File: config.mk
export PLATFORM = sky130hd
export DESIGN_NAME = sfq_branch
export DESIGN_NICKNAME = d
export VERILOG_FILES = /design/src/hw/rtl/sfq_pkg.sv /design/src/hw/rtl/sfq_branch.sv
export SDC_FILE = /design/constraint.sdc
export NUM_CORES = 1
export LEC_CHECK = 0
export BUFFER_PORTS_ARGS = -buffer_cell sky130_fd_sc_hd__buf_2
export CAP_MARGIN = 25
export CORE_ASPECT_RATIO = 1.5
export CORE_MARGIN = 3
export CORE_UTILIZATION = 25
export DETAILED_ROUTE_END_ITERATION = 6
export GPL_TIMING_DRIVEN = 0
export RECOVER_POWER = 25
export SLEW_MARGIN = 20
export SYNTH_ARGS = -nofsm -noshare
export SYNTH_HDL_FRONTEND = slang
export SYNTH_SLANG_ARGS = --single-unit
export TNS_END_PERCENT = 50
File: constraint.sdc
create_clock -name i_clk -period 6 [get_ports i_clk]
set_input_delay 0 -clock i_clk [delete_from_list [all_inputs] [get_ports i_clk]]
set_output_delay 0 -clock i_clk [all_outputs]
set_load 0.02 [all_outputs]
File: src/hw/rtl/sfq_pkg.sv
// shared constants, types and width helpers for the surface frame quaternion block
package sfq_pkg;

    localparam int SAMPLE_WIDTH_DEF = 16;
    localparam int FRAC_BITS_DEF    = 14;

    // which quaternion component comes from the square root
    typedef enum logic [1:0] {
        MAIN_W = 2'd0,
        MAIN_X = 2'd1,
        MAIN_Y = 2'd2,
        MAIN_Z = 2'd3
    } t_main;

    // result bits of the square root of (arg << (f+2)), arg being w+3 bits
    function automatic int sqrt_bits(input int w, input int f);
        int rw;
        rw = (w + 3) + f + 2;
        return (rw + 1) / 2;
    endfunction

endpackage

File: src/hw/rtl/sfq_branch.sv
// trace branch select: square-root argument, numerators and main component
module sfq_branch
    import sfq_pkg::*;
#(
    parameter int W = SAMPLE_WIDTH_DEF,
    parameter int F = FRAC_BITS_DEF
) (
    input  logic                i_clk,
    input  logic                i_en,
    input  logic signed [W:0]   i_m [3][3],
    output logic [W+2:0]        o_arg,
    output logic signed [W+1:0] o_num [3],
    output t_main               o_idx
);

    localparam int AW   = W + 3;
    localparam int CAPB = 62 - F;
    localparam logic [AW:0] CAPV = (CAPB >= AW) ? {1'b0, {AW{1'b1}}}
                                                : (((AW+1)'(1) << CAPB) - (AW+1)'(1));
    localparam logic signed [W+3:0] ONE = (W+4)'(1) << F;

    logic [AW-1:0]       r_arg;
    logic signed [W+1:0] r_num [3];
    t_main               r_idx;

    logic [AW-1:0]       n_arg;
    logic signed [W+1:0] n_num [3];
    t_main               n_idx;

    always_comb begin
        logic signed [W+3:0] a00, a11, a22, tr, arg;
        logic signed [W+1:0] m01, m02, m10, m12, m20, m21;
        a00 = (W+4)'(i_m[0][0]);
        a11 = (W+4)'(i_m[1][1]);
        a22 = (W+4)'(i_m[2][2]);
        m01 = (W+2)'(i_m[0][1]);
        m02 = (W+2)'(i_m[0][2]);
        m10 = (W+2)'(i_m[1][0]);
        m12 = (W+2)'(i_m[1][2]);
        m20 = (W+2)'(i_m[2][0]);
        m21 = (W+2)'(i_m[2][1]);
        tr  = a00 + a11 + a22;
        if (tr > 0) begin
            n_idx    = MAIN_W;
            arg      = tr + ONE;
            n_num[0] = m21 - m12;
            n_num[1] = m02 - m20;
            n_num[2] = m10 - m01;
        end else if (a00 > a11 && a00 > a22) begin
            n_idx    = MAIN_X;
            arg      = ONE + a00 - a11 - a22;
            n_num[0] = m21 - m12;
            n_num[1] = m01 + m10;
            n_num[2] = m02 + m20;
        end else if (a11 > a22) begin
            n_idx    = MAIN_Y;
            arg      = ONE + a11 - a00 - a22;
            n_num[0] = m02 - m20;
            n_num[1] = m01 + m10;
            n_num[2] = m12 + m21;
        end else begin
            n_idx    = MAIN_Z;
            arg      = ONE + a22 - a00 - a11;
            n_num[0] = m10 - m01;
            n_num[1] = m02 + m20;
            n_num[2] = m12 + m21;
        end
        // clamp at zero and at the cap
        if (arg[W+3]) begin
            n_arg = '0;
        end else if ({1'b0, arg[AW-1:0]} > CAPV) begin
            n_arg = CAPV[AW-1:0];
        end else begin
            n_arg = arg[AW-1:0];
        end
    end

    always_ff @(posedge i_clk) begin
        if (i_en) begin
            r_arg <= n_arg;
            r_num <= n_num;
            r_idx <= n_idx;
        end
    end

    assign o_arg = r_arg;
    assign o_num = r_num;
    assign o_idx = r_idx;

endmodule

* Yosys cells after proc, flatten, opt, wreduce, memory -nomap -nowiden
Cells that the tools add are included.
Word-level totals: output and inout port bits 75, flip-flop bits (word level) 75
Operators by class: multiplexer cells 8, order comparisons 4, reductions and logical operators 2, add/subtract/negate cells 18
Operator list (count):
- 54-bit 2-to-1 mux | 3
- 17-bit by 17-bit adder with 18-bit output | 4
- 20-bit 2-to-1 mux | 3
- 19-bit by 17-bit subtractor with 20-bit output | 3
- 18-bit by 17-bit subtractor with 19-bit output | 3
- 16-bit by 17-bit adder with 18-bit output (first input constant) | 3
- 17-bit by 17-bit subtractor with 18-bit output | 3
- 17-bit greater-than comparator | 3
- 19-bit by 16-bit adder with 20-bit output (second input constant) | 1
- 18-bit by 17-bit adder with 19-bit output | 1
- 19-bit by 1-bit greater-than comparator with 1-bit output (second input constant) | 1
- 1-bit 2-to-1 mux | 2
- 2-bit OR reduction | 1
- 1-bit logical AND | 1

* Longest topological paths before layout
depth after elaboration 6, depth in mapped cells 27, depth with buffers taken out 24

* Least setup slack after synthesis
Ideal clock, no wire load.
path type input port to flip-flop, from input port i_m[3] in the netlist's numbering, to register r_num (netlist bit o_num[40]), data pin, buffers on the path 1, data arrival time 4.266 ns, data required time 5.740 ns, library setup time 0.260 ns, setup slack 1.474 ns, cell stages on the path 23, cells stage by stage inv_1 -> fa_1 -> inv_1 -> ha_1 -> nor2b_1 -> o21ai_1 -> a211o_1 -> a21oi_2 -> or2_2 -> o41ai_1 -> xnor2_1 -> inv_1 -> ha_1 -> nand2_1 -> nor4bb_1 -> o211ai_1 -> nor4_1 -> and4_1 -> nand4_1 -> o31a_1 -> buf_6 -> nor2_8 -> mux2_2
RTL lines:
- start, declared | RTL line sfq_branch.sv:10 | input logic signed [W:0] i_m [3][3],
- end signal, assigned | RTL line sfq_branch.sv:81 | r_num <= n_num;
- end, declared | RTL line sfq_branch.sv:23 | logic signed [W+1:0] r_num [3];

==> results.md <==
* I/O pin cnt at 230
* Placed Instances at 2856
* Vias per cell at 4.776
* Filler instances at 6819
* Non-Filler Instances at 2874
* Top cell type's share of synthesized area at 24.75%
* Synth top cells by count: ha_1, inv_1, nor2_1
* RSZ-0062 raised after global routing: false
* Detailed Routing Iterations Pass 1 at 5
* Area growth from synthesis to layout at 15.98%
* Pwr Total at 0.004516 W
* Crit-path most repeated cell: inv_1
* Post-synth top area cell: ha_1
* # hold bufs at CTS at 0
* DR top layer: met4
* Stages on the worst setup path at 24
* Die X at 211.4 um
* Run status: finished with violations
* Hold Crit Start: i_m[51]
* Slew HR at -107.9%
* CP Max Fanout at 10
* Post-synth EDFFs at 75
* Post-route ant nets at 0
* H-tree levels at 3
* Netlist cell types at 82
* CP Capture Point: o_num[21]
* Core Area at 0.06250 mm2
* Startpoint Class: input pin
* Worst EP arrival at 5.89 ns
* Die Y-Extent at 314.2 um
* Synth top area cells: ha_1, edfxtp_1, fa_1
* Global-route wire length before repair at 85260 um
* Crit path buf inv count at 6
* Peak supply drop at 131.6 uV
* Share of post-route cells with drive strength above 1 at 15.14%
* Met3 WL post-DR at 2158 um
* Met2 Routed Length at 30540 um
* M1 WL at 21800 um
* Postcts setup bufs at 0
* Fin. max-slew vios at 78
* # setup viols final at 0
* Clock buffer depth at 2
* Crit path max-delay family: compound AO/OA/AOI/OAI gates
* Initial DRC Count at 538
* Failing checks: max-capacitance violations, max-slew violations
* Layout Nets at 2619
* Area of the multi-input gates at 0.01238 mm2
* Drc violations at 0
* Storage cell area at 0.002252 mm2
* Sequential share of the synthesized area at 14.23%
* Final core utilization at 29.37%
* Largest net degree at the start of global routing at 52
* Fin crit share at 96.16%
* Port Buffers at 229
* Vias in the first global route at 14520
* Grt ovf at 0
* CP Class: input pin to flip-flop
* Worst-Margin Slew at 3.119 ns
* Num Clock Sinks at 75
* Worst hold slack at 0.1130 ns
* Die area at 0.06642 mm2
* Max_cap viols at 2
* GPL Wtd Cong at 0.8520
* Async SR Flop Fraction at 0%
* HPWL after detailed placement at 49060 um
* P_leak at 8.736 nW
* Most frequent cell after synthesis: ha_1
* Syn Inst Count at 1827
* CTS tree: built
* Final Hold Vio Count at 0
* Clock transition at path regs at 0.07 ns
* Synthesized area at 0.01583 mm2
* Syn Area/Cell at 8.663 um2
* Worst EP required at 6.12 ns
* Initial antenna violation count at 5
* CP Capture Type: flip-flop
* Initial core utilization at 25.32%
* Cell Chain, Critical Path: buf_2, inv_1, fa_1, inv_1, ha_1, and3_1, o211ai_1, a211oi_2, o31ai_2, nand2_1, a21oi_1, xnor2_1, inv_1, ha_1, nand2_1, nor4bb_2, o211ai_1, nor4_1, and4_1, nand4_1, o31a_1, buf_6, clkbuf_1, o21ai_0
* Fin crit period at 5.769 ns
* Synthesized flop and latch total at 75
* Gr usage total at 17.11%
* CTS root buffer: clkbuf_16
* Achievable frequency at 173.3 MHz
* Worst hold path class: input pin to flip-flop
* Vias at 13730
* PD cells at 246.1 mW/mm2
* Routed wire length at 56940 um
* Synthesis warning total at 0
* Row cnt at 112
* Post-synth top flop: edfxtp_1
* Crit path from: i_m[3]
* Num CTS Buffers at 9
* Syn nets at 2377
* Crit-path max cell delay at 0.57 ns
* Crit-path slowest cell: fa_1
* Routed wire length per instance at 19.81 um
==> worst min-delay path by stage <==
| stage | depth (start not counted) | slack (ns) | endpoint |
|---|---|---|---|
| after floorplan | 0 | 0.11 | o_arg[0] |
| after global placement | 1 | 0.45 | o_num[41] |
| after global routing | 3 | 0.11 | o_num[36] |
| after detailed placement | 1 | 0.44 | o_num[29] |
| after CTS | 1 | 0.08 | o_num[5] |
| final | 3 | 0.11 | o_num[36] |
==> metrics by stage <==
step                      TNS, ns  setup WS, ns  instance area, um2
after floorplan                 0         1.474               15830
after global placement     -11.25       -0.4792               17970
after detailed placement   -13.31       -0.5174               18010
after CTS                       0        0.1137               18370
after global routing            0     0.0002176               18350
final                           0        0.2305               18360
==> logic make-up after synthesis <==
family / share of synthesized area, %
fa+ha+maj: 35.12
buf+inv: 7.653
compound gates: 18.40
mux: 4.372
flops: 14.23
xor+xnor: 7.637
simple gates: 12.59
==> state kept, by name, summed over array words and instances (netlist names) <==
register / cells
o_idx: 2
o_num: 54
o_arg: 19
==> metal layers <==
metal / track usage, % / vias up
li1: - / 6764
met1: 18.72 / 6537
met2: 33.38 / 338
met3: 1.525 / 87
met4: 7.022 / 0
met5: 0 / -
==> worst min-delay path, delay by kind of cell <==
| family | cells | cell delay [ns] |
|---|---|---|
| buffers and inverters | 1 | 0.09 |
| multiplexers | 1 | 0.07 |
| adder cells (fa/ha/maj) | 1 | 0.13 |
==> layout make-up <==
cell class | count | area share (%)
plain buffers | 61 | 1.609
repair buffers | 231 | 6.319
well taps | 798 | 5.440
inverters | 244 | 4.990
multi-input cells | 1447 | 67.45
clock inverters | 7 | 0.6680
diodes | 2 | 0.02727
flip-flops and latches | 75 | 12.27
clock buffers | 9 | 1.227
==> cells in the final DEF, fill, tap and decap left out, types with 6 or more instances in the layout <==
cell type  synthesis  layout
edfxtp_1          75      75
nor4_1             8       8
xor2_1            53      53
a21o_1            30      30
inv_1            244     244
nand2b_1          17      17
clkbuf_1          33      35
o31a_1            10      10
xnor2_1           85      85
o21ai_0           83      79
buf_2             16     244
nor2b_1           33      33
o211ai_1          24      24
mux2i_1           50      50
nand3_1           29      29
nor3b_1            6       6
or3_1              8       8
ha_1             313     313
nand4_1            9       9
a31oi_1           11      11
fa_1              82      82
o22ai_1            8       8
nor3_1            37      37
mux2_2            17      17
o21ai_1            9      12
o311ai_0           7       7
o21bai_1          21      21
or2_2              6       6
a211oi_1          18      18
o2111ai_1          6       6
o21a_1            25      25
a211o_1            6       6
o31ai_1           10      10
a21oi_1           98      98
clkbuf_16          0       9
nor2_1           132     132
nand2_1          107     107
==> timing repair <==
action / in CTS / in global routing
gates resized for setup: 5 / 2
gates cloned: 0 / 0
endpoints found under the setup margin: 5 / 15
==> where the power goes <==
part / internal [W] / switching (W) / total, W / leakage [nW]
clock: 0.000412 / 0.000267 / 0.000679 / 0.170
sequential: 0.000792 / 0.0000807 / 0.000873 / 0.732
combinational: 0.00111 / 0.00185 / 0.00296 / 7.83
total: 0.00232 / 0.00220 / 0.00452 / 8.74
Note: power is estimated with default switching activity, not from simulation.
