File: src/hw/rtl/sfq_pkg.sv
// shared constants, types and width helpers for the surface frame quaternion block
package sfq_pkg;

    localparam int SAMPLE_WIDTH_DEF = 16;
    localparam int FRAC_BITS_DEF    = 14;

    // which quaternion component comes from the square root
    typedef enum logic [1:0] {
        MAIN_W = 2'd0,
        MAIN_X = 2'd1,
        MAIN_Y = 2'd2,
        MAIN_Z = 2'd3
    } t_main;

    // result bits of the square root of (arg << (f+2)), arg being w+3 bits
    function automatic int sqrt_bits(input int w, input int f);
        int rw;
        rw = (w + 3) + f + 2;
        return (rw + 1) / 2;
    endfunction

endpackage

File: src/hw/rtl/sfq_sqrt.sv
// pipelined integer square root, one result bit per stage, side data rides along
module sfq_sqrt
    import sfq_pkg::*;
#(
    parameter int W      = SAMPLE_WIDTH_DEF,
    parameter int F      = FRAC_BITS_DEF,
    parameter int SIDE_W = 1
) (
    input  logic                                 i_clk,
    input  logic                                 i_en,
    input  logic [W+2:0]                         i_arg,
    input  logic [SIDE_W-1:0]                    i_side,
    output logic [sqrt_bits(W, F)-1:0]           o_s,
    output logic [SIDE_W-1:0]                    o_side
);

    localparam int SW  = sqrt_bits(W, F);
    localparam int RW  = W + 3 + F + 2;
    localparam int RW2 = 2 * SW;

    logic [SW+2:0]     r_rem  [SW];
    logic [SW-1:0]     r_root [SW];
    logic [RW2-1:0]    r_rad  [SW];
    logic [SIDE_W-1:0] r_side [SW];

    logic [RW-1:0]     w_rad0;
    assign w_rad0 = {i_arg, {(F+2){1'b0}}};

    for (genvar g = 0; g < SW; g++) begin : g_stage
        logic [SW+2:0]     rem_in;
        logic [SW-1:0]     root_in;
        logic [RW2-1:0]    rad_in;
        logic [SIDE_W-1:0] side_in;
        logic [SW+2:0]     rem_cat;
        logic [SW+2:0]     trial;

        if (g == 0) begin : g_first
            assign rem_in  = '0;
            assign root_in = '0;
            assign rad_in  = RW2'(w_rad0);
            assign side_in = i_side;
        end else begin : g_next
            assign rem_in  = r_rem[g-1];
            assign root_in = r_root[g-1];
            assign rad_in  = r_rad[g-1];
            assign side_in = r_side[g-1];
        end

        assign rem_cat = {rem_in[SW:0], rad_in[RW2-1 -: 2]};
        assign trial   = {1'b0, root_in, 2'b01};

        always_ff @(posedge i_clk) begin
            if (i_en) begin
                if (rem_cat >= trial) begin
                    r_rem[g]  <= rem_cat - trial;
                    r_root[g] <= {root_in[SW-2:0], 1'b1};
                end else begin
                    r_rem[g]  <= rem_cat;
                    r_root[g] <= {root_in[SW-2:0], 1'b0};
                end
                r_rad[g]  <= rad_in << 2;
                r_side[g] <= side_in;
            end
        end
    end

    assign o_s    = r_root[SW-1];
    assign o_side = r_side[SW-1];

endmodule

File: config.mk
export PLATFORM = sky130hd
export DESIGN_NAME = sfq_sqrt
export DESIGN_NICKNAME = d
export VERILOG_FILES = /design/src/hw/rtl/sfq_pkg.sv /design/src/hw/rtl/sfq_sqrt.sv
export SDC_FILE = /design/constraint.sdc
export NUM_CORES = 1
export LEC_CHECK = 0
export ABC_CLOCK_PERIOD_IN_PS = 3950
export BUFFER_PORTS_ARGS = -buffer_cell sky130_fd_sc_hd__buf_4
export CORE_ASPECT_RATIO = 0.9
export CORE_MARGIN = 2
export CORE_UTILIZATION = 45
export CTS_CLUSTER_SIZE = 10
export DETAILED_ROUTE_END_ITERATION = 16
export SLEW_MARGIN = 20
export SYNTH_ARGS = -nofsm -noshare
export SYNTH_HDL_FRONTEND = slang
export SYNTH_SLANG_ARGS = --single-unit
File: constraint.sdc
create_clock -name i_clk -period 3.95 [get_ports i_clk]
set_clock_uncertainty 0.1 [all_clocks]
set_input_delay 0.79 -clock i_clk [delete_from_list [all_inputs] [get_ports i_clk]]
set_output_delay 0.79 -clock i_clk [all_outputs]
set_load 0.005 [all_outputs]
# == Word-level counts from Yosys, hierarchy flattened ==
# Memories as Yosys holds them, arrays and structs flattened.
# Index checks and enable logic that the tools add are counted.
# totals
regBits,0
mem_bits_rw,1332
out_inout_bits,19
elab_cells,222
mem_count,4
# mem_list
memory,depth,word_bits,rd,rd_ports_with_merged_regs,wr,line_no,rtl
r_rad,18,34,17,0,18,sfq_sqrt.sv:23,logic [RW2-1:0] r_rad [SW];
r_rem,18,21,17,0,18,sfq_sqrt.sv:21,logic [SW+2:0] r_rem [SW];
r_root,18,18,18,0,18,sfq_sqrt.sv:22,logic [SW-1:0] r_root [SW];
r_side,18,1,18,0,18,sfq_sqrt.sv:24,logic [SIDE_W-1:0] r_side [SW];
# op_classes
addsub,18
magnitude_cmp,18
n_mux,146
n_bitwise,36
# op_table
operator,n
$mux 21,18
$ge 21x20->1,17
$sub 21x20->21,17
$mux 18,18
$mux 1,110
$or 1x1->1,36
$sub 1x1->2 const B,1
$ge 1x1->1 const B,1

# == Longest topological paths before layout ==
# An unclocked memory read counts as a cell.
# logic_depth
depth_word,6
ltp_mapped,12
mapped_depth_nobuf,11

# == Worst setup path before layout ==
# OpenSTA, ideal clock, no wires.
# synth_timing
path_type,register -> register
start,memory r_rem[7][21] (netlist bit)
end,"memory r_rem[8][10] (netlist bit), data pin"
arrival_time_ns,2.833
path_slack_ns,0.757
path_stages_with_launch,12
n_path_buf,2
cell_sequence,edfxtp_1 ha_1 a211oi_1 o21bai_1 a21oi_1 nor3_1 a311oi_1 o221ai_1 a21o_1 clkbuf_1 buf_2 mux2_2
# synth_rtl
element,line_no
"start, declared",sfq_sqrt.sv:21

==> reports/results.tsv <==
stage	metric	value	unit
timing	Tmin final	3.510	ns
synth	fraction of registers with async set or reset after synthesis	0	%
timing	count of final max-slew check failures	0	
synth	Seq/Total Area, Yosys	59.76	%
timing	Final Cycle Share	88.87	%
critical_path	R2R setup slack	0.44	ns
synth	Cells after Synth	2316	
synth	Synth cell types	72	
clock_network	CTS tree	built	
synth	ranking of synthesized cells by area	edfxtp_1 60%, ha_1 7.6%, xor2_1 3.2%, xnor2_1 2.9%, inv_1 2.8%	
global_routing	initial antenna violation count	0	
route	DRC violations left	0	
clock_network	postcts setup bufs	0	
critical_path	Max Fanout on Critical Path	17	
layout	fin cells	3262	
run_status	status	completed	
worst_hold_path	Hold Path Class	in2reg	
timing	# setup viols final	0	
timing	setup TNS	0	ns
synth	Synth top area share	59.69	%
layout	Synth-to-Final Area Change	11.57	%
floorplan	die span in y	242.8	um
clock_network	CTS sink count	568	
timing	RSZ-0062 raised after global routing	no	
critical_path	R2R cell count	9	
clock_network	CTS max path bufs	3	
synth	most frequent cell after synthesis	edfxtp_1	
floorplan	die area	0.06542	sq mm
synth	YS warnings	0	
synth	Post-Syn Area	0.02852	sq mm
critical_path	Worst EP arrival	3.75	ns
clock_network	Inserted Clock Buffers	68	
critical_path	worst r2r src	r_rem[7][21]	
layout	number of fill cells	5482	
layout	final cell utilization of the core	50.75	%
critical_path	R2R Path End	r_rem[8][5]	
placed_design	Placer Congestion	0.8515	
clock_network	CTS Hold Bufs	0	
synth	EDFF count, synth	567	
critical_path	Worst Setup Start Kind	flip-flop	
route	DRT Wirelength	52.28	mm
global_routing	first-pass GRT wire length	86.42	mm
placed_design	placed instance count	3167	
clock_network	clk slew on worst S/H paths	0.05	ns
floorplan	Initial Util	45.49	%
timing	hold violation total from the final report	0	
timing	Slew @ Worst Pin	1.043	ns
clock_network	Post-CTS Resized	0	
critical_path	kind of critical path	reg2reg	
route	First-pass DRT Iterations	5	
route	WL/cell	16.03	um
synth	synth cell count leaders	567 x edfxtp_1, 209 x inv_1, 174 x ha_1	
placed_design	# port buffers	40	
synth	Synth Register Bits	568	
floorplan	core area	0.06270	sq mm
route	vias per cell	5.296	
layout	ANT cells	0	
synth	Most used DFF post-synth	edfxtp_1	
placed_design	post-DP HPWL	37.75	mm
timing	Worst slew margin	30.13	%
layout	share of cells above drive strength 1	9.019	%
power_and_ir_drop	Pwr Total	16.08	mW
floorplan	Die Wd	269.4	um
power_and_ir_drop	Lkg Pwr	12.40	nW
critical_path	Worst EP required	4.19	ns
synth	Yosys top cell by area	edfxtp_1	
floorplan	# rows	87	
clock_network	insertion delay to the later sink of the worst-skew pair	0.61	ns
worst_hold_path	hold_sp	i_arg[10]	
layout	post-layout net count	2595	
power_and_ir_drop	Max IR drop VDD	323.6	uV
timing	f_max	284.9	MHz
critical_path	Crit. End Element	flip-flop	
clock_network	CTS Root Cell	clkbuf_16	
floorplan	I/O pins	41	
layout	area of the multi-input gates	0.01048	sq mm
route	ANT nets after route	0	
power_and_ir_drop	power per cell area	505.2	mW/mm^2
timing	Hold WS	0.2684	ns
synth	Post-Syn Nets	2519	
global_routing	largest net degree at the start of global routing	131	
global_routing	number of global-route vias before repair	17100	
route	DR vias	17280	
layout	Reg area	0.01705	sq mm
global_routing	total global routing overflow	0	
global_routing	Overall Global Routing Usage	16.15	%
job	Max-cap violations	0	
worst_hold_path	Hold EP	r_rad[0][26]	
worst_hold_path	worst hold stages	1	
route	initial drt markers	1009	
synth	Synth Area per Inst	12.32	sq um
clock_network	Clock H-tree levels	3	
cell usage in the layout (no fill, tap or decap), types with 4 or more instances in the layout:
| master | netlist | routed |
|---|---|---|
| a21o_1 | 59 | 59 |
| nand2_1 | 171 | 171 |
| inv_1 | 209 | 209 |
| ha_1 | 174 | 174 |
| a221oi_1 | 4 | 4 |
| nand4_1 | 14 | 14 |
| nor4_1 | 26 | 26 |
| nor2_1 | 118 | 118 |
| mux2_2 | 48 | 48 |
| a211o_1 | 7 | 7 |
| o311ai_0 | 4 | 4 |
| o31ai_1 | 17 | 17 |
| and2_1 | 17 | 17 |
| nand2b_1 | 28 | 28 |
| or3_1 | 24 | 24 |
| o211ai_1 | 5 | 5 |
| edfxtp_1 | 567 | 567 |
| and3_1 | 13 | 13 |
| fa_1 | 7 | 7 |
| xor2_1 | 103 | 103 |
| o21ai_0 | 136 | 135 |
| a211oi_1 | 18 | 18 |
| nor3_1 | 72 | 72 |
| a2111oi_0 | 4 | 4 |
| o21bai_1 | 14 | 14 |
| nor4b_1 | 9 | 9 |
| a31o_2 | 4 | 4 |
| or4_1 | 7 | 7 |
| a31oi_1 | 11 | 10 |
| clkbuf_16 | 0 | 69 |
| buf_4 | 0 | 60 |
| nand3_1 | 36 | 36 |
| or2_2 | 5 | 5 |
| nor2b_1 | 27 | 27 |
| clkbuf_1 | 54 | 15 |
| mux2i_1 | 8 | 8 |
| a21oi_1 | 117 | 117 |
| xnor2_1 | 96 | 96 |
| o21a_1 | 28 | 28 |
power breakdown:
| part | internal (mW) | switching, mW | leakage (nW) |
|---|---|---|---|
| logic | 1.18 | 1.41 | 6.11 |
| registers | 7.52 | 0.452 | 5.35 |
| clock network | 3.20 | 2.32 | 0.929 |
layer usage:
metal	GRT usage, %	vias up	routed length, um
met3	3.156	96	2208
met2	26.32	333	24080
li1	-	8603	-
met5	0	-	0
met4	5.441	0	1383
met1	21.69	8245	24610
cell families after synthesis:
family / after synthesis / synth area share (%)
and+or+nand+nor: 589 / 10.26
AOI/OAI and AO/OA: 455 / 10.00
xor gates and xnor gates: 199 / 6.111
muxes: 56 / 2.176
adders and majority gates: 181 / 8.124
buffers and inverters: 268 / 3.562
DFF: 568 / 59.76
state kept, by name, summed over array words and instances (netlist names):
| signal | count |
|---|---|
| r_side | 18 |
| r_rem | 289 |
| r_root | 171 |
| r_rad | 90 |
critical path, stage by stage (launching register included):
cell	delay, ns
edfxtp_1	0.47
ha_1	0.35
a211oi_1	0.25
o21bai_1	0.10
a21oi_1	0.28
nor3_1	0.13
a311oi_1	0.43
o221ai_1	0.26
a21o_1	0.49
mux2_2	0.39
metrics by stage:
| stage | cell area (sq um) | setup WS [ns] |
|---|---|---|
| finish | 31820 | 0.4397 |
| global route | 31820 | 0.1935 |
| CTS | 31820 | 0.4413 |
| detailed placement | 29900 | 0.4584 |
| global placement | 29900 | 0.5109 |
| floorplan | 28520 | 0.7574 |
layout make-up:
| cell class | count | area share [%] |
|---|---|---|
| Inverter | 210 | 2.477 |
| Sequential cell | 568 | 53.57 |
| Clock inverter | 10 | 0.3971 |
| Timing Repair Buffer | 64 | 1.651 |
| Multi-Input combinational cell | 1480 | 32.94 |
| Tap cell | 845 | 3.322 |
| Clock buffer | 85 | 5.646 |
worst max-delay path by stage:
stage	startpoint	endpoint	slack (ns)	cells past startpoint
2_1_floorplan	r_rem[7][21]	r_rem[8][10]	0.76	11
3_3_place_gp	r_rem[7][21]	r_rem[8][2]	0.51	9
3_5_place_dp	r_rem[7][21]	r_rem[8][5]	0.46	9
4_1_cts	r_rem[7][21]	r_rem[8][5]	0.44	9
5_1_grt	r_rem[7][21]	r_rem[8][5]	0.19	9
6_report	r_rem[7][21]	r_rem[8][5]	0.44	9
Note: power is estimated with default switching activity, not from simulation.
