[src/hw/rtl/sfq_pkg.sv]
// shared constants, types and width helpers for the surface frame quaternion block
package sfq_pkg;

    localparam int SAMPLE_WIDTH_DEF = 16;
    localparam int FRAC_BITS_DEF    = 14;

    // which quaternion component comes from the square root
    typedef enum logic [1:0] {
        MAIN_W = 2'd0,
        MAIN_X = 2'd1,
        MAIN_Y = 2'd2,
        MAIN_Z = 2'd3
    } t_main;

    // result bits of the square root of (arg << (f+2)), arg being w+3 bits
    function automatic int sqrt_bits(input int w, input int f);
        int rw;
        rw = (w + 3) + f + 2;
        return (rw + 1) / 2;
    endfunction

endpackage

[src/hw/rtl/sfq_frame.sv]
// cross product stage: builds the rotation matrix from normal and direction
module sfq_frame
    import sfq_pkg::*;
#(
    parameter int W = SAMPLE_WIDTH_DEF,
    parameter int F = FRAC_BITS_DEF
) (
    input  logic                i_clk,
    input  logic                i_en,
    input  logic signed [W-1:0] i_n [3],
    input  logic signed [W-1:0] i_c [3],
    output logic signed [W:0]   o_m [3][3]
);

    localparam logic signed [2*W:0]   HALF = (2*W+1)'(1) << (F - 1);
    localparam logic signed [2*W+1:0] SMAX = {{(W+3){1'b0}}, {(W-1){1'b1}}};
    localparam logic signed [2*W+1:0] SMIN = {{(W+3){1'b1}}, {(W-1){1'b0}}};

    logic signed [W-1:0]   r_n [3];
    logic signed [W-1:0]   r_c [3];
    logic signed [2*W-1:0] r_p [6];
    logic signed [W:0]     r_m [3][3];
    logic signed [W:0]     n_x [3];

    // products, in pairs whose difference is one cross component
    always_ff @(posedge i_clk) begin
        if (i_en) begin
            r_n    <= i_n;
            r_c    <= i_c;
            r_p[0] <= i_n[1] * i_c[2];
            r_p[1] <= i_n[2] * i_c[1];
            r_p[2] <= i_n[2] * i_c[0];
            r_p[3] <= i_n[0] * i_c[2];
            r_p[4] <= i_n[0] * i_c[1];
            r_p[5] <= i_n[1] * i_c[0];
        end
    end

    // round half up to f fraction bits, subtract, saturate
    always_comb begin
        logic signed [2*W:0]   a;
        logic signed [2*W:0]   b;
        logic signed [2*W+1:0] d;
        for (int k = 0; k < 3; k++) begin
            a = ($signed({r_p[2*k][2*W-1], r_p[2*k]}) + HALF) >>> F;
            b = ($signed({r_p[2*k+1][2*W-1], r_p[2*k+1]}) + HALF) >>> F;
            d = {a[2*W], a} - {b[2*W], b};
            if (d > SMAX) begin
                n_x[k] = {2'b00, {(W-1){1'b1}}};
            end else if (d < SMIN) begin
                n_x[k] = {2'b11, {(W-1){1'b0}}};
            end else begin
                n_x[k] = d[W:0];
            end
        end
    end

    always_ff @(posedge i_clk) begin
        if (i_en) begin
            for (int i = 0; i < 3; i++) begin
                r_m[i][0] <= {r_n[i][W-1], r_n[i]};
                r_m[i][1] <= {r_c[i][W-1], r_c[i]};
                r_m[i][2] <= n_x[i];
            end
        end
    end

    assign o_m = r_m;

endmodule

[config.mk]
export PLATFORM = sky130hd
export DESIGN_NAME = sfq_frame
export DESIGN_NICKNAME = d
export VERILOG_FILES = /design/src/hw/rtl/sfq_pkg.sv /design/src/hw/rtl/sfq_frame.sv
export SDC_FILE = /design/constraint.sdc
export NUM_CORES = 2
export LEC_CHECK = 0
export BUFFER_PORTS_ARGS = -buffer_cell sky130_fd_sc_hd__buf_4
export CAP_MARGIN = 20
export CORE_ASPECT_RATIO = 1.25
export CORE_MARGIN = 2
export CORE_UTILIZATION = 40
export CTS_CLUSTER_SIZE = 30
export DETAILED_ROUTE_END_ITERATION = 8
export GPL_TIMING_DRIVEN = 1
export PLACE_DENSITY = 0.6
export REMOVE_ABC_BUFFERS = 1
export SYNTH_ARGS = -nofsm -noshare
export SYNTH_HDL_FRONTEND = slang
export SYNTH_SLANG_ARGS = --single-unit
export TNS_END_PERCENT = 1
[constraint.sdc]
create_clock -name i_clk -period 15.8 [get_ports i_clk]
set_input_delay 2.37 -clock i_clk [delete_from_list [all_inputs] [get_ports i_clk]]
set_output_delay 2.37 -clock i_clk [all_outputs]
set_load 0.05 [all_outputs]
# Word-level counts from Yosys, hierarchy flattened
# Memory sizes are Yosys's and may differ from the RTL's.
# Index checks and enable logic that the tools add are counted.
[word_totals]
regBits = 243
mem_bits_rw = 192
elab_cells = 42
n_memories = 1
[mem_list]
columns = ["name", "words", "word_bits", "read_ports", "rd_ports_with_merged_regs", "wr", "line_no", "source"]
rows = [
  ["r_p", 6, 32, 6, 0, 6, "sfq_frame.sv:21", "logic signed [2*W-1:0] r_p [6];"],
]
[classes]
add_sub_neg = 9
n_mul = 6
magnitude_cmp = 6
mux = 5
[op_table]
columns = ["cell", "n"]
rows = [
  ["adder 32 x 15 -> 33 bit (second input constant)", 6],
  ["multiplier 16 x 16 -> 32 bit", 6],
  ["> comparator 20 x 16 -> 1 bit (second input constant)", 3],
  ["less-than comparator 20 x 16 -> 1 bit (second input constant)", 3],
  ["subtractor 19 x 19 -> 20 bit", 3],
  ["2-to-1 mux 17 bit", 3],
  ["2-to-1 mux 1 bit", 2],
]

# Logic depth before layout (Yosys ltp)
[logic_depth]
ltp_word = 4
mapped_depth = 25

# Least setup slack after synthesis
# OpenSTA, ideal clock, no wires.
[synth_path]
kind = "input-to-reg"
from = "in i_c[17] in the netlist's numbering"
to = "mem r_p[1][31] in the netlist's numbering (data pin)"
setup_time_ns = 0.260
arrival_time_ns = 8.426
required_ns = 15.540
path_slack_ns = 7.115
path_stages = 23
cell_sequence = "clkbuf_1 -> clkbuf_1 -> nand2_1 -> fa_1 -> fa_1 -> fa_1 -> inv_1 -> fa_1 -> fa_1 -> inv_1 -> fa_1 -> inv_1 -> ha_1 -> a21o_1 -> a21o_1 -> a2111oi_2 -> o32ai_1 -> or2_1 -> o41ai_4 -> a21boi_2 -> a221o_1 -> a31oi_1 -> xnor2_1"
[synth_rtl]
columns = ["element", "line_no", "source"]
rows = [
  ["from (decl)", "sfq_frame.sv:11", "input logic signed [W-1:0] i_c [3],"],
  ["to (decl)", "sfq_frame.sv:21", ""],
]

==> results.tsv <==
metric	value	unit
status	completed	
drive_above_1_share	0.0503	
postRouteAntennaNets	0	
synth_warnings	0	
synth.avg_cell_area	9.96	um^2
worst_tran_pin_value	963	ps
yosys.area_share.adder	0.531	
setup.worst_path.end_class	register	
clock_tree_from_tritoncts	done	
num_io_pins	251	
critical-path-top-cell-by-count	sky130_fd_sc_hd__fa_1	
cts_resized	0	
fin_tns_setup	0	ps
setup_viol	0	
final_hold_viol_count	0	
area_delta_synth_final	7.42	%
cts_num_sinks	357	
cells_along_the_critical_path	buf_4 -> nand2_1 -> fa_1 -> fa_1 -> fa_1 -> inv_1 -> fa_1 -> fa_1 -> inv_1 -> fa_1 -> inv_1 -> ha_1 -> a21o_1 -> a21o_1 -> a2111oi_2 -> o32ai_1 -> or2_1 -> o41ai_4 -> a21boi_2 -> a221o_1 -> a31oi_1 -> xnor2_1	
place_congestion	0.854	
clk_pin_slew	60	ps
overall_die_area	0.183	mm^2
design.core.area	0.178	mm^2
drv.max_cap_violation_count	0	
layout.cells.most_common	sky130_fd_sc_hd__inv_1	
setup.worst_path.class	in2reg	
first_global_vias	54400	
antenna_violations_before_repair	13	
startpoint_type	primary input	
fin_nets	9424	
firstDrtPassIters	5	
synth-xor-area-share	0.0368	
die_y	478	um
cp_data_arrival_time	8820	ps
rsz0062_at_grt	false	
worst_clock_skew	45.7	ps
yosysUniqueCellTypes	76	
synth_compound_area_frac	0.0386	
cp_data_required_time	16210	ps
starting_density_of_the_core	0.403	
min_period_over_period	0.532	
grt_first_pass_wirelength	297000	um
combined_area_of_all_synthesized_cells	0.0719	mm^2
postSynth.asyncResetShare	0	
initialDrtViolationCount	2253	
min_period	8410	ps
max_slew_margin	0.357	
finalInstanceArea	0.0772	mm^2
seq_area_frac_synth	0.149	
die-width	383	um
post-cts-setup-buffers	0	
buffers_on_ports	250	
synth_top_family_by_area	adder cells	
synthCells	7214	
final_cell_mix	sky130_fd_sc_hd__inv_1, sky130_fd_sc_hd__fa_1, sky130_fd_sc_hd__nand2_1	
cts_root_buf	sky130_fd_sc_hd__clkbuf_16	
synth-main-ff-cell	sky130_fd_sc_hd__edfxtp_1	
post-route-drc-count	0	
ys_ff_latch	357	
filler_cell_count	17100	
wirelength_per_cell	18.8	um
hold_buffers	0	
cts_htree_levels	2	
grt_max_degree	89	
clk_path_buf_depth	3	
cts_buffer_count	47	
avgViaCountPerCell	4.98	
synth_simple_gate_area_share	0.137	
route.final.wire_length	181000	um
grt.total_usage	0.208	
drv_slew	0	
synth.area.mux_share	0.000279	
synth_enable_flop_cells	357	
dpl_cell_area	0.0756	mm^2
gr-total-overflow	0	
vias	48000	
critPathSlowestCell	sky130_fd_sc_hd__fa_1	
place_hpwl	137000	um
final_util	0.433	
rows	173	
critPathMaxStageDelay	540	ps
largest_fanout_on_the_critical_path	31	
hold_path_class	reg2reg	
fmax	0.119	GHz
clock_latency	690	ps
==> final cells by class <==
| class | instances | area, um^2 | share of cell area |
|---|---|---|---|
| clock inverter | 36 | 390 | 0.00506 |
| tap | 2362 | 2960 | 0.0383 |
| multi-input combinational | 4807 | 53400 | 0.692 |
| sequential | 357 | 10700 | 0.139 |
| clock buffer | 51 | 1190 | 0.0154 |
| antenna | 7 | 17.5 | 0.000227 |
| timing repair buffer | 259 | 1950 | 0.0252 |
| inverter | 1748 | 6560 | 0.0850 |
==> flip-flops by register name, indices dropped and copies added (netlist names) <==
| name | count |
|---|---|
| r_n | 48 |
| o_m | 147 |
| r_c | 48 |
| r_p | 114 |
==> critical path, delay by kind of cell <==
family	cells	cell delay [ps]
xor+xnor	1	80
buf+inv	4	540
fa+ha+maj	7	3320
compound gates	8	1950
simple gates	2	500
==> per-layer routing <==
layer | track usage | vias up | part of all wire
met3 | 0.0225 | 323 | 0.046
li1 | - | 21400 | -
met4 | 0.0796 | 0 | 0.043
met1 | 0.260 | 25000 | 0.40
met2 | 0.367 | 1187 | 0.51
met5 | 0 | - | 0
==> per-stage QoR <==
stage / instances / worst slack [ps] / hold WS (ps)
floorplan: 6912 / 7520 / 400
global placement: 9532 / 6840 / 401
detailed placement: 9532 / 6700 / 405
CTS: 9619 / 7440 / 410
global route: 9620 / 7120 / 415
finish: 9627 / 7390 / 413
==> worst paths after layout <==
path	to	cells after the start	startpoint	slack [ps]
setup reg to reg	o_m[54]	16	r_p[3][15]	10910
hold reg to reg	o_m[43]	0	r_n[9]	410
setup / recovery	r_p[1][31]	22	i_c[17]	7390
hold / removal	o_m[43]	0	r_n[9]	410
==> synth_stat cells (4+ instances only) <==
cell type	n	area, um^2
sky130_fd_sc_hd__nor2_1	183	687
sky130_fd_sc_hd__nor2b_1	24	150
sky130_fd_sc_hd__or2_2	10	62.6
sky130_fd_sc_hd__o2111ai_1	7	61.3
sky130_fd_sc_hd__o21ai_1	22	110
sky130_fd_sc_hd__o21ai_0	83	415
sky130_fd_sc_hd__o21a_1	30	225
sky130_fd_sc_hd__nor3_1	33	165
sky130_fd_sc_hd__xnor2_1	185	1620
sky130_fd_sc_hd__and4_1	10	87.6
sky130_fd_sc_hd__fa_1	1569	31400
sky130_fd_sc_hd__nand2_1	789	2960
sky130_fd_sc_hd__o21bai_1	8	60.1
sky130_fd_sc_hd__a211o_1	4	35.0
sky130_fd_sc_hd__inv_1	1747	6560
sky130_fd_sc_hd__or3_1	8	50.1
sky130_fd_sc_hd__a31oi_1	11	68.8
sky130_fd_sc_hd__o31ai_1	10	75.1
sky130_fd_sc_hd__o211ai_1	4	30.0
sky130_fd_sc_hd__a21boi_0	6	45.0
sky130_fd_sc_hd__a21oi_1	112	561
sky130_fd_sc_hd__xor2_1	117	1020
sky130_fd_sc_hd__and3_1	31	194
sky130_fd_sc_hd__buf_4	9	67.6
sky130_fd_sc_hd__a221oi_1	5	43.8
sky130_fd_sc_hd__edfxtp_1	357	10700
sky130_fd_sc_hd__nand2b_1	41	257
sky130_fd_sc_hd__a21o_1	58	435
sky130_fd_sc_hd__nand4_1	30	188
sky130_fd_sc_hd__a211oi_1	9	67.6
sky130_fd_sc_hd__clkbuf_1	290	1090
sky130_fd_sc_hd__nand3_1	67	335
sky130_fd_sc_hd__o31a_1	5	43.8
sky130_fd_sc_hd__and2_1	742	4640
sky130_fd_sc_hd__a41o_1	5	50.1
sky130_fd_sc_hd__ha_1	537	6720
==> cells by family (layout without fill, tap and decap cells) <==
| logic type | after synthesis | after routing |
|---|---|---|
| adders and majority gates | 2106 | 2106 |
| muxes | 2 | 2 |
| and+or+nand+nor | 1978 | 1978 |
| AOI/OAI and AO/OA | 419 | 419 |
| xor gates and xnor gates | 302 | 302 |
| buffers and inverters | 2050 | 2094 |
| other | 0 | 7 |
| DFF | 357 | 357 |
Power is left out: the tool's default activity adds up to more than one toggle a clock period on the data nets, which glitch-free logic cannot reach.
